### src/rtl/fpa_pkg.sv
// Shared types and codes for the fit partition allocator.
package fpa_pkg;

	localparam int TOTAL_W    = 20;
	localparam int REQ_SIZE_W = 16;
	localparam int PIDX_W     = 4;
	localparam int FIT_MODE_W = 2;
	localparam int PARTS_W    = 5;
	localparam int CFG_DATA_W = 5;

	localparam logic [TOTAL_W-1:0] TOTAL_MAX   = '1;
	localparam logic [PARTS_W-1:0] PARTS_RESET = 5'd16;

	// request types
	localparam logic [1:0] REQ_LOAD  = 2'd0;
	localparam logic [1:0] REQ_ALLOC = 2'd1;
	localparam logic [1:0] REQ_CLEAR = 2'd2;

	// result status
	localparam logic [1:0] STAT_DONE  = 2'd0;
	localparam logic [1:0] STAT_ALLOC = 2'd1;
	localparam logic [1:0] STAT_FAIL  = 2'd2;

	// placement policy
	localparam logic [FIT_MODE_W-1:0] FIT_FIRST = 2'd0;
	localparam logic [FIT_MODE_W-1:0] FIT_BEST  = 2'd1;
	localparam logic [FIT_MODE_W-1:0] FIT_WORST = 2'd2;

	// register indexes
	localparam logic CFG_FIT_MODE     = 1'b0;
	localparam logic CFG_PARTS_IN_USE = 1'b1;

	typedef enum logic [1:0] {
		ST_IDLE,
		ST_LOAD,
		ST_SCAN,
		ST_DONE
	} state_t;

	typedef struct packed {
		logic init;
		logic beat;
	} scan_ctl_t;

endpackage

### src/rtl/fpa_table.sv
// Partition free-size table: synchronous memory with per-entry valid bits.
module fpa_table #(
	parameter int NUM_PARTITIONS = 16,
	parameter int SIZE_WIDTH     = 16,
	localparam int IDX_W         = $clog2(NUM_PARTITIONS)
) (
	input  logic                  clk,
	input  logic                  arst_n,
	input  logic                  rd_en,
	input  logic [IDX_W-1:0]      rd_addr,
	output logic [SIZE_WIDTH-1:0] rd_data,
	input  logic                  wr_en,
	input  logic [IDX_W-1:0]      wr_addr,
	input  logic [SIZE_WIDTH-1:0] wr_data,
	input  logic                  clr_all
);

	logic [SIZE_WIDTH-1:0]     mem [NUM_PARTITIONS];
	logic [NUM_PARTITIONS-1:0] valid_q;
	logic [SIZE_WIDTH-1:0]     rd_q;
	logic                      rd_valid_q;

	always_ff @(posedge clk) begin
		if (wr_en) begin
			mem[wr_addr] <= wr_data;
		end
		if (rd_en) begin
			rd_q <= mem[rd_addr];
		end
	end

	// an entry never written since reset or clear reads as zero
	always_ff @(posedge clk or negedge arst_n) begin
		if (!arst_n) begin
			valid_q    <= '0;
			rd_valid_q <= 1'b0;
		end else begin
			if (clr_all) begin
				valid_q <= '0;
			end else if (wr_en) begin
				valid_q[wr_addr] <= 1'b1;
			end
			if (rd_en) begin
				rd_valid_q <= valid_q[rd_addr];
			end
		end
	end

	assign rd_data = rd_valid_q ? rd_q : '0;

endmodule

### src/rtl/fpa_scan.sv
// Scan datapath: one entry per beat, keeps the pick and the exact free sum.
module fpa_scan #(
	parameter int NUM_PARTITIONS = 16,
	parameter int SIZE_WIDTH     = 16,
	localparam int IDX_W         = $clog2(NUM_PARTITIONS),
	localparam int CMP_W         = (SIZE_WIDTH > fpa_pkg::REQ_SIZE_W) ?
	                               SIZE_WIDTH : fpa_pkg::REQ_SIZE_W,
	localparam int SUM_RAW       = CMP_W + $clog2(NUM_PARTITIONS),
	localparam int SUM_W         = ((SUM_RAW > fpa_pkg::TOTAL_W) ?
	                               SUM_RAW : fpa_pkg::TOTAL_W) + 1
) (
	input  logic                              clk,
	input  logic                              arst_n,
	input  fpa_pkg::scan_ctl_t                ctl,
	input  logic [fpa_pkg::FIT_MODE_W-1:0]    fit_mode,
	input  logic [fpa_pkg::REQ_SIZE_W-1:0]    req_size,
	input  logic [SIZE_WIDTH-1:0]             rd_data,
	input  logic [IDX_W-1:0]                  rd_idx,
	output logic                              found,
	output logic [IDX_W-1:0]                  pick,
	output logic [SIZE_WIDTH-1:0]             pick_val,
	output logic [SUM_W-1:0]                  sum
);
	import fpa_pkg::*;

	logic                  found_q;
	logic [IDX_W-1:0]      pick_q;
	logic [SIZE_WIDTH-1:0] best_q;
	logic [SUM_W-1:0]      sum_q;
	logic                  fits;
	logic                  take;

	assign fits = CMP_W'(rd_data) >= CMP_W'(req_size);

	// ties keep the earlier, lower index
	always_comb begin
		take = 1'b0;
		if (ctl.beat && fits) begin
			if (!found_q) begin
				take = 1'b1;
			end else begin
				case (fit_mode)
					FIT_BEST:  take = rd_data < best_q;
					FIT_WORST: take = rd_data > best_q;
					default:   take = 1'b0;
				endcase
			end
		end
	end

	always_ff @(posedge clk or negedge arst_n) begin
		if (!arst_n) begin
			found_q <= 1'b0;
		end else if (ctl.init) begin
			found_q <= 1'b0;
		end else if (take) begin
			found_q <= 1'b1;
		end
	end

	always_ff @(posedge clk) begin
		if (ctl.init) begin
			sum_q <= '0;
		end else if (ctl.beat) begin
			sum_q <= sum_q + SUM_W'(rd_data);
		end
		if (take) begin
			pick_q <= rd_idx;
			best_q <= rd_data;
		end
	end

	assign found    = found_q;
	assign pick     = pick_q;
	assign pick_val = best_q;
	assign sum      = sum_q;

endmodule

### src/rtl/fit_partition_allocator.sv
// Top level of the fit partition allocator: sequencer, totals and result register.
//
//  channel | direction | handshake            | payload
//  --------+-----------+----------------------+--------------------------------------------
//  in      | input     | in_valid / in_stall  | req_type, partition_index, req_size
//  out     | output    | out_valid / out_stall| status, chosen_index, left_in_partition,
//          |           |                      |   internal_frag_total, free_total
//  cfg     | input     | cfg_we               | cfg_index, cfg_data
//
// A load writes its entry and then scans, an allocate scans, and a clear or an unused type
// goes straight to commit. A scan reads n entries, where n is min(partitions_in_use,
// NUM_PARTITIONS): the single table read port scans one entry a cycle, the scan drains
// through the table read register into the scan registers, then commit does the write-back
// and totals. The next beat is taken the cycle after the result loads.
// Reset empties the table at once through per-entry valid bits; no clearing pass.
// A result waits in its output register while out_stall is high; the next beat is
// taken meanwhile and its processing holds at commit until that register frees.
module fit_partition_allocator #(
	parameter int NUM_PARTITIONS = 16,
	parameter int SIZE_WIDTH     = 16
) (
	input  logic                             clk,
	input  logic                             arst_n,
	input  logic                             in_valid,
	output logic                             in_stall,
	input  logic [1:0]                       req_type,
	input  logic [fpa_pkg::PIDX_W-1:0]       partition_index,
	input  logic [fpa_pkg::REQ_SIZE_W-1:0]   req_size,
	output logic                             out_valid,
	input  logic                             out_stall,
	output logic [1:0]                       status,
	output logic [fpa_pkg::PIDX_W-1:0]       chosen_index,
	output logic [fpa_pkg::REQ_SIZE_W-1:0]   left_in_partition,
	output logic [fpa_pkg::TOTAL_W-1:0]      internal_frag_total,
	output logic [fpa_pkg::TOTAL_W-1:0]      free_total,
	input  logic                             cfg_we,
	input  logic                             cfg_index,
	input  logic [fpa_pkg::CFG_DATA_W-1:0]   cfg_data
);
	import fpa_pkg::*;

	localparam int IDX_W   = $clog2(NUM_PARTITIONS);
	localparam int CNT_W   = $clog2(NUM_PARTITIONS + 1);
	localparam int CMP_W   = (SIZE_WIDTH > REQ_SIZE_W) ? SIZE_WIDTH : REQ_SIZE_W;
	localparam int SUM_RAW = CMP_W + $clog2(NUM_PARTITIONS);
	localparam int SUM_W   = ((SUM_RAW > TOTAL_W) ? SUM_RAW : TOTAL_W) + 1;
	localparam int FRAG_W  = ((SIZE_WIDTH > TOTAL_W) ? SIZE_WIDTH : TOTAL_W) + 1;

	state_t                   state_q, state_d;
	logic [FIT_MODE_W-1:0]    fit_mode_q;
	logic [PARTS_W-1:0]       parts_q;
	logic [1:0]               type_q;
	logic [PIDX_W-1:0]        pidx_q;
	logic [REQ_SIZE_W-1:0]    size_q;
	logic [CNT_W-1:0]         rd_cnt_q;
	logic                     beat_s1;
	logic [IDX_W-1:0]         idx_s1;
	logic [TOTAL_W-1:0]       frag_q, free_q;
	logic                     out_valid_q;
	logic [1:0]               status_q;
	logic [PIDX_W-1:0]        chosen_q;
	logic [REQ_SIZE_W-1:0]    left_q;

	logic                     in_acc;
	logic                     out_free;
	logic [CNT_W-1:0]         n_act;
	logic                     rd_en;
	logic [IDX_W-1:0]         rd_addr;
	logic                     load_wr;
	logic                     finish;
	logic                     scan_done;
	scan_ctl_t                scan_ctl;

	logic [SIZE_WIDTH-1:0]    rd_data;
	logic                     wr_en;
	logic [IDX_W-1:0]         wr_addr;
	logic [SIZE_WIDTH-1:0]    wr_data;
	logic                     clr_all;

	logic                     found;
	logic [IDX_W-1:0]         pick;
	logic [SIZE_WIDTH-1:0]    pick_val;
	logic [SUM_W-1:0]         sum;

	logic                     alloc_hit;
	logic [SIZE_WIDTH-1:0]    new_val;
	logic [SUM_W-1:0]         free_raw;
	logic [TOTAL_W-1:0]       free_sat;
	logic [FRAG_W-1:0]        frag_raw;
	logic [TOTAL_W-1:0]       frag_sat;
	logic [1:0]               res_status;
	logic [PIDX_W-1:0]        res_chosen;
	logic [REQ_SIZE_W-1:0]    res_left;
	logic [TOTAL_W-1:0]       frag_d, free_d;

	assign in_acc   = in_valid && !in_stall;
	assign out_free = !out_valid_q || !out_stall;
	assign n_act    = (32'(parts_q) > 32'(NUM_PARTITIONS)) ?
	                  CNT_W'(NUM_PARTITIONS) : CNT_W'(parts_q);
	assign rd_addr  = rd_cnt_q[IDX_W-1:0];
	// last read issued and its data consumed
	assign scan_done = (rd_cnt_q == n_act) && !beat_s1;

	// next state
	always_comb begin
		state_d = state_q;
		case (state_q)
			ST_IDLE: begin
				if (in_acc) begin
					case (req_type)
						REQ_LOAD:  state_d = ST_LOAD;
						REQ_ALLOC: state_d = ST_SCAN;
						default:   state_d = ST_DONE;
					endcase
				end
			end
			ST_LOAD: begin
				state_d = ST_SCAN;
			end
			ST_SCAN: begin
				if (scan_done) state_d = ST_DONE;
			end
			ST_DONE: begin
				if (out_free) state_d = ST_IDLE;
			end
			default: state_d = ST_IDLE;
		endcase
	end

	// state outputs
	always_comb begin
		in_stall      = 1'b1;
		rd_en         = 1'b0;
		load_wr       = 1'b0;
		finish        = 1'b0;
		scan_ctl.init = 1'b0;
		scan_ctl.beat = beat_s1;
		case (state_q)
			ST_IDLE: begin
				in_stall      = 1'b0;
				scan_ctl.init = 1'b1;
			end
			ST_LOAD: begin
				scan_ctl.init = 1'b1;
				load_wr       = 32'(pidx_q) < 32'(NUM_PARTITIONS);
			end
			ST_SCAN: begin
				rd_en = rd_cnt_q < n_act;
			end
			ST_DONE: begin
				finish = out_free;
			end
			default: ;
		endcase
	end

	always_ff @(posedge clk or negedge arst_n) begin
		if (!arst_n) begin
			state_q  <= ST_IDLE;
			rd_cnt_q <= '0;
			beat_s1  <= 1'b0;
		end else begin
			state_q <= state_d;
			if (scan_ctl.init) begin
				rd_cnt_q <= '0;
			end else if (rd_en) begin
				rd_cnt_q <= rd_cnt_q + 1'b1;
			end
			beat_s1 <= rd_en;
		end
	end

	always_ff @(posedge clk) begin
		if (in_acc) begin
			type_q <= req_type;
			pidx_q <= partition_index;
			size_q <= req_size;
		end
		idx_s1 <= rd_addr;
	end

	always_ff @(posedge clk or negedge arst_n) begin
		if (!arst_n) begin
			fit_mode_q <= FIT_FIRST;
			parts_q    <= PARTS_RESET;
		end else if (cfg_we) begin
			case (cfg_index)
				CFG_FIT_MODE:     fit_mode_q <= cfg_data[FIT_MODE_W-1:0];
				CFG_PARTS_IN_USE: parts_q    <= cfg_data[PARTS_W-1:0];
				default: ;
			endcase
		end
	end

	fpa_table #(
		.NUM_PARTITIONS (NUM_PARTITIONS),
		.SIZE_WIDTH     (SIZE_WIDTH)
	) u_table (
		.clk     (clk),
		.arst_n  (arst_n),
		.rd_en   (rd_en),
		.rd_addr (rd_addr),
		.rd_data (rd_data),
		.wr_en   (wr_en),
		.wr_addr (wr_addr),
		.wr_data (wr_data),
		.clr_all (clr_all)
	);

	fpa_scan #(
		.NUM_PARTITIONS (NUM_PARTITIONS),
		.SIZE_WIDTH     (SIZE_WIDTH)
	) u_scan (
		.clk      (clk),
		.arst_n   (arst_n),
		.ctl      (scan_ctl),
		.fit_mode (fit_mode_q),
		.req_size (size_q),
		.rd_data  (rd_data),
		.rd_idx   (idx_s1),
		.found    (found),
		.pick     (pick),
		.pick_val (pick_val),
		.sum      (sum)
	);

	// commit: the pick held at least the request, so the differences cannot wrap
	assign alloc_hit = (type_q == REQ_ALLOC) && found;
	assign new_val   = pick_val - SIZE_WIDTH'(size_q);
	assign free_raw  = alloc_hit ? (sum - SUM_W'(size_q)) : sum;
	assign free_sat  = (free_raw > SUM_W'(TOTAL_MAX)) ? TOTAL_MAX : TOTAL_W'(free_raw);
	assign frag_raw  = FRAG_W'(frag_q) + FRAG_W'(new_val);
	assign frag_sat  = (frag_raw > FRAG_W'(TOTAL_MAX)) ? TOTAL_MAX : TOTAL_W'(frag_raw);

	assign wr_en   = load_wr || (finish && alloc_hit);
	assign wr_addr = (finish && alloc_hit) ? pick : IDX_W'(pidx_q);
	assign wr_data = (finish && alloc_hit) ? new_val : SIZE_WIDTH'(size_q);
	assign clr_all = finish && (type_q == REQ_CLEAR);

	always_comb begin
		res_status = STAT_DONE;
		res_chosen = '0;
		res_left   = '0;
		frag_d     = frag_q;
		free_d     = free_q;
		case (type_q)
			REQ_LOAD: begin
				free_d = free_sat;
			end
			REQ_ALLOC: begin
				free_d = free_sat;
				if (found) begin
					res_status = STAT_ALLOC;
					res_chosen = PIDX_W'(pick);
					res_left   = REQ_SIZE_W'(new_val);
					frag_d     = frag_sat;
				end else begin
					res_status = STAT_FAIL;
				end
			end
			REQ_CLEAR: begin
				frag_d = '0;
				free_d = '0;
			end
			default: ;
		endcase
	end

	always_ff @(posedge clk or negedge arst_n) begin
		if (!arst_n) begin
			frag_q      <= '0;
			free_q      <= '0;
			out_valid_q <= 1'b0;
		end else begin
			if (finish) begin
				frag_q      <= frag_d;
				free_q      <= free_d;
				out_valid_q <= 1'b1;
			end else if (!out_stall) begin
				out_valid_q <= 1'b0;
			end
		end
	end

	always_ff @(posedge clk) begin
		if (finish) begin
			status_q <= res_status;
			chosen_q <= res_chosen;
			left_q   <= res_left;
		end
	end

	// totals only move at commit, which waits for the result register to free
	assign out_valid           = out_valid_q;
	assign status              = status_q;
	assign chosen_index        = chosen_q;
	assign left_in_partition   = left_q;
	assign internal_frag_total = frag_q;
	assign free_total          = free_q;

endmodule

### config.mk
export PLATFORM = sky130hd
export DESIGN_NAME = fit_partition_allocator
export DESIGN_NICKNAME = d
export VERILOG_FILES = /design/src/rtl/fpa_pkg.sv /design/src/rtl/fpa_table.sv /design/src/rtl/fpa_scan.sv /design/src/rtl/fit_partition_allocator.sv
export SDC_FILE = /design/constraint.sdc
export NUM_CORES = 1
export LEC_CHECK = 0
export BUFFER_PORTS_ARGS = -buffer_cell sky130_fd_sc_hd__buf_2
export CAP_MARGIN = 20
export CORE_AREA = 4 4 268 297
export DETAILED_ROUTE_END_ITERATION = 7
export DIE_AREA = 0 0 272 301
export GPL_TIMING_DRIVEN = 0
export PLACE_DENSITY = 0.46
export SKIP_CTS_REPAIR_TIMING = 1
export SYNTH_ARGS = -nofsm -noshare
export SYNTH_HDL_FRONTEND = slang
export SYNTH_HIERARCHICAL = 1
export SYNTH_SLANG_ARGS = --single-unit
### constraint.sdc
create_clock -name clk -period 9.7 [get_ports clk]
set_clock_uncertainty 0.05 [all_clocks]
set_input_delay 1.94 -clock clk [delete_from_list [all_inputs] [get_ports clk]]
set_output_delay 1.94 -clock clk [all_outputs]
set_load 0.02 [all_outputs]
== After elaboration in Yosys (flattened, before gate mapping) ==
Memory sizes are Yosys's and may differ from the RTL's. A register that Yosys moved wholly into a read port is not among the register bits.
Cells that the tools add are included.
Operators by class
  add/sub/neg operators: 5
  $lt $le $gt $ge: 10
  equal/unequal tests: 14
  mux-type cells: 38
  bitwise operators: 2
  reduce and logical (&&, ||, !) cells: 28
Operators with widths (number)
  one-hot mux 20 bit (2 select lines): 2
  two-way mux 16 bit: 4
  two-way mux 20 bit: 3
  greater-than comparator 21 x 20 -> 1 bit, second input constant: 2
  adder 20 x 16 -> 21 bit: 1
  adder 21 x 16 -> 21 bit: 1
  two-way mux 21 bit: 1
  subtractor 21 x 16 -> 21 bit: 1
  >= comparator 16 bit: 1
  greater-than comparator 16 bit: 1
  < comparator 16 bit: 1
  OR 16 bit: 1
  subtractor 16 bit: 1
  two-way mux 1 bit: 15
  two-way mux 5 bit: 3
  < comparator 4 x 5 -> 1 bit, second input constant: 2
  nonzero test 2 bit: 5
  equality test 2 x 1 -> 1 bit, second input constant: 4
  equality test 2 bit, second input constant: 4
  two-way mux 2 bit: 4
  one-hot mux 2 bit (4 select lines): 1
  AND reduction 2 bit: 4
  logical AND 1 bit: 7
  logical NOT 2 bit: 3
  17 further kinds: 25
Word-level totals
  bits in registers: 163
  bits in writable memories: 256
  input port bits: 33
  memories kept: 1
Memory list
  u_table.mem: depth 16, bits a word 16, read ports 1, clocked after memory_dff 1, write ports 1, RTL line fpa_table.sv:18  | logic [SIZE_WIDTH-1:0] mem [NUM_PARTITIONS];

== Longest topological paths before layout ==
  depth after elaboration: 12
  mapped depth: 19
  mapped depth without buffers: 18

== Hierarchy ==
Netlist, hierarchy kept.
By module, submodules not included
  fpa_table: times used 1, cells each 471, area each 11019.3 sq um, sequential area each 8593.2 sq um
  fit_partition_allocator: times used 1, cells each 771, area each 7174.4 sq um, sequential area each 2803.9 sq um
  fpa_scan: times used 1, cells each 334, area each 3094.2 sq um, sequential area each 1046.0 sq um

== Worst setup path after synthesis ==
Ideal clock, no wire load.
  path type: input to register
  from: input port out_stall
  to: memory u_table.mem[0][0], enable pin
  arrival time: 5.132 ns
  slack: 4.106 ns
  stages on the path: 9
  path buffers: 2
  cell sequence: a21bo_2 inv_1 nand2_1 clkbuf_1 clkbuf_1 nand2_1 nand2_1 or3b_2 nor3_1
RTL lines
  start, declared: RTL line fit_partition_allocator.sv:30  | input logic out_stall,
  logical NOT 1 bit
  logical OR 1 bit: RTL line fit_partition_allocator.sv:97  | assign out_free = !out_valid_q || !out_stall;
  two-way mux 1 bit: RTL line fit_partition_allocator.sv:138  | case (state_q)
  net finish: RTL line fit_partition_allocator.sv:70  | logic finish;
  logical AND 1 bit: RTL line fit_partition_allocator.sv:236  | assign wr_addr = (finish && alloc_hit) ? pick : IDX_W'(pidx_q);
  two-way mux 4 bit: RTL line fit_partition_allocator.sv:236
  net wr_addr[2]: RTL line fit_partition_allocator.sv:76  | logic [IDX_W-1:0] wr_addr;
  end, declared: RTL line fpa_table.sv:18
The timed path passes the listed nets, and every way through them passes these cells.

== Worst setup path after layout ==
  from: input port out_stall
  to: memory u_table.mem[15][10], enable pin
Same word-level chain as after synthesis.

==> summary.md <==
| Metric | Value |
|---|---|
| Die area | 81900 um^2 |
| Final instance area | 25400 um^2 |
| Final core utilization | 33.1% |
| Number of max-cap violations | 0 |
| Largest net degree at the start of global routing | 39 |
| Final Slew Violations | 0 |
| Antenna Nets Post-Route | 0 |
| Clock buffer depth | 3 |
| # fillers | 7539 |
| HP Class | reg -> reg |
| Via density | 4.92 |
| Vias post-DR | 14000 |
| Vias in the first global route | 14500 |
| Synth Register Bits | 435 |
| Die Ht | 301 um |
| CP endpoint kind | flop |
| Total power per unit cell area | 253 nW/um^2 |
| CP required | 9.95 ns |
| Synthesized netlist cell count | 1576 |
| Core ar. | 76700 um^2 |
| RSZ-0062 raised after global routing | false |
| CTS sink count | 435 |
| Layout Cells excl Fill | 2841 |
| WL per Instance | 22.3 um |
| Post-synth top flop | edfxtp_1 |
| Dpl hpwl | 47.9 mm |
| Crit start category | primary input |
| Worst Max-Slew Pin Slew | 1.04 ns |
| Cell Chain, Critical Path | buf_2 -> a21bo_2 -> inv_1 -> buf_16 -> nand2_1 -> clkbuf_1 -> clkbuf_1 -> nand2_1 -> nand2_1 -> nand2_1 -> nor2_2 -> buf_8 |
| Final setup violation count | 0 |
| Clock Latency Late Sink | 0.61 ns |
| IO buf count | 96 |
| Num CTS Buffers | 51 |
| Iter 0 DRT Violations | 1051 |
| Dpl ws | 3.52 ns |
| Post-Syn Nets | 1723 |
| Status | finished, final reports clean |
| Post-Syn Area | 21300 um^2 |
| EDFF count, synth | 336 |
| Nets | 1909 |
| CTS root buffer | clkbuf_16 |
| Clk slew on worst S/H paths | 0.06 ns |
| Worst Setup Path Type | in -> reg |
| Gr usage total | 15.3% |
| Worst ir drop on vdd | 0.137 mV |
| Most used cell, CP | nand2_1 |
| CTS H-tree depth | 2 |
| Die Wd | 272 um |
| Congestion Overflow GR | 0 |
| Number of cell rows | 107 |
| Maximum clock frequency | 0.182 GHz |
| Fin crit share | 56.6% |
| CTS tree | yes |
| Initial Util | 27.8% |
| Leak | 9.72 nW |
| Placed instance area | 23600 um^2 |
| DRC | 0 |
| Setup_tns | 0 ns |
| Post-synthesis sequential area ratio | 58.5% |
| Setup ws final | 4.21 ns |
| Area of the multi-input gates | 8270 um^2 |
| Sequential Area | 12400 um^2 |
| Cell variety after synth | 95 |
| RD Place Congestion | 0.874 |
| Mapped Avg Cell Area | 13.5 um^2 |
| Minimum clock period | 5.49 ns |
| WL final | 63.4 mm |
| YS warnings | 6 |
| Drt first pass iters | 6 |
| First-pass GRT wire length | 93.9 mm |
| Hold Fails Final Rpt | 0 |
| Max Fanout on Critical Path | 21 |
| Slew margin rel. | 30.2% |
| Post-synth ARST share | 17.0% |
| # placed instances | 2740 |
| # IOs | 97 |
| Delay of the slowest critical-path stage | 0.77 ns |
| Worst EP arrival | 5.74 ns |
| Antenna violations before repair | 2 |
| Area Overhead vs Synth | 19.1% |
| Worst path slowest cell | nor2_2 |
| Layout cell share with drive strength beyond 1 | 20.4% |
[cells in the mapped netlist (all sizes together), types with 21 or more instances]
library cell	number	area [um^2]
a21o	25	188
a21oi	88	444
and2	27	171
buf	21	165
clkbuf	31	116
dfrtp	73	1830
dfxtp	25	500
edfxtp	336	10100
ha	110	1380
inv	95	357
mux4	84	1900
nand2	107	402
nand3	22	110
nor2	116	440
nor3	21	105
o21a	21	158
o21ai	85	444
xnor2	22	193
[where the power goes]
| group | switching [W] | internal (W) |
|---|---|---|
| Combinational | 0.00121 | 0.000753 |
| Clock | 0.000797 | 0.00120 |
| Sequential | 0.000145 | 0.00229 |
| Total | 0.00216 | 0.00425 |
[layout make-up]
cell class,instances,area share [%]
well taps,1035,5.11
repair buffers,133,3.76
clock buffers,70,5.64
flip-flops and latches,435,49.1
clock inverters,26,1.27
plain buffers,52,1.11
diodes,1,0.00987
inverters,96,1.42
multi-input cells,993,32.6
[critical path, delay by kind of cell]
family	cells	cell delay, ns
and+or+nand+nor	5	1.60
buffers and inverters	6	1.94
AOI/OAI and AO/OA	1	0.19
[layout by cell type (no fill, tap or decap), types with 10 or more instances in the layout]
master	Yosys	routed
mux2i_1	11	11
dfxtp_1	25	25
a21o_1	25	25
nor3_1	21	17
nand4_1	19	19
edfxtp_1	336	336
a211oi_1	15	15
a21oi_1	87	87
buf_8	0	14
buf_4	0	10
o211ai_1	12	12
clkbuf_1	31	44
buf_6	3	13
xor2_1	18	18
buf_2	12	108
nand2_1	107	107
nand2b_1	18	18
xnor2_1	22	21
nand3_1	22	22
dfrtp_1	73	73
o21ai_1	19	26
and2_1	26	25
nor2_1	114	102
ha_1	110	110
o21a_1	21	21
o21ai_0	63	56
nor2b_1	18	18
nor2_2	2	14
mux4_2	83	83
clkbuf_16	0	53
inv_1	94	94
[stage by stage]
| stage | total power (W) | hold WS, ns |
|---|---|---|
| floorplan | 0.00374 | 0.336 |
| finish | 0.00640 | 0.356 |
| global route | 0.00674 | 0.363 |
| global placement | 0.00439 | 0.337 |
| detailed placement | 0.00446 | 0.341 |
| CTS | 0.00649 | 0.357 |
[cells by family (layout without fill, tap and decap cells)]
kind of cell               Yosys count  in the layout  synth area share (%)
DFF                                435            435                  58.5
xor gates and xnor gates            41             41                  1.77
AOI/OAI and AO/OA                  336            336                  10.7
and+or+nand+nor                    394            394                  9.12
other                                0              1                     0
buffers and inverters              148            377                  3.02
adders and majority gates          114            114                  6.84
muxes                              108            108                  10.1
[registers in the layout, indices dropped and copies added (netlist names), 5 cells and up]
signal / count
left_in_partition: 16
u_table/rd_q: 16
parts_q: 5
rd_cnt_q: 5
u_scan/pick_val: 16
u_table/mem: 256
u_scan/sum: 21
size_q: 16
free_total: 20
internal_frag_total: 20
u_table/valid_q: 16
[final timing paths]
| path | start | end | slack, ns | cells after the start |
|---|---|---|---|---|
| max | out_stall | u_table/mem[15][10]$_DFFE_PP_ | 4.21 | 12 |
| min | idx_s1[0]$_DFF_P_ | u_scan/pick[0]$_DFFE_PP_ | 0.36 | 0 |
| max reg2reg | size_q[0]$_DFFE_PP_ | internal_frag_total[15]$_DFFE_PN0P_ | 4.79 | 15 |
| min reg2reg | idx_s1[0]$_DFF_P_ | u_scan/pick[0]$_DFFE_PP_ | 0.36 | 0 |
| max in group asynchronous | arst_n | parts_q[4]$_DFFE_PN1P_ | 7.66 | 2 |
| min in group asynchronous | arst_n | internal_frag_total[9]$_DFFE_PN0P_ | 1.26 | 1 |
[per-layer routing]
layer,track usage (%),wire [um]
met2,27.7,32400
met1,18.7,26300
met4,5.81,2300
met5,0,0
met3,1.81,2400
No activity file was read; power rests on OpenSTA's default activity.
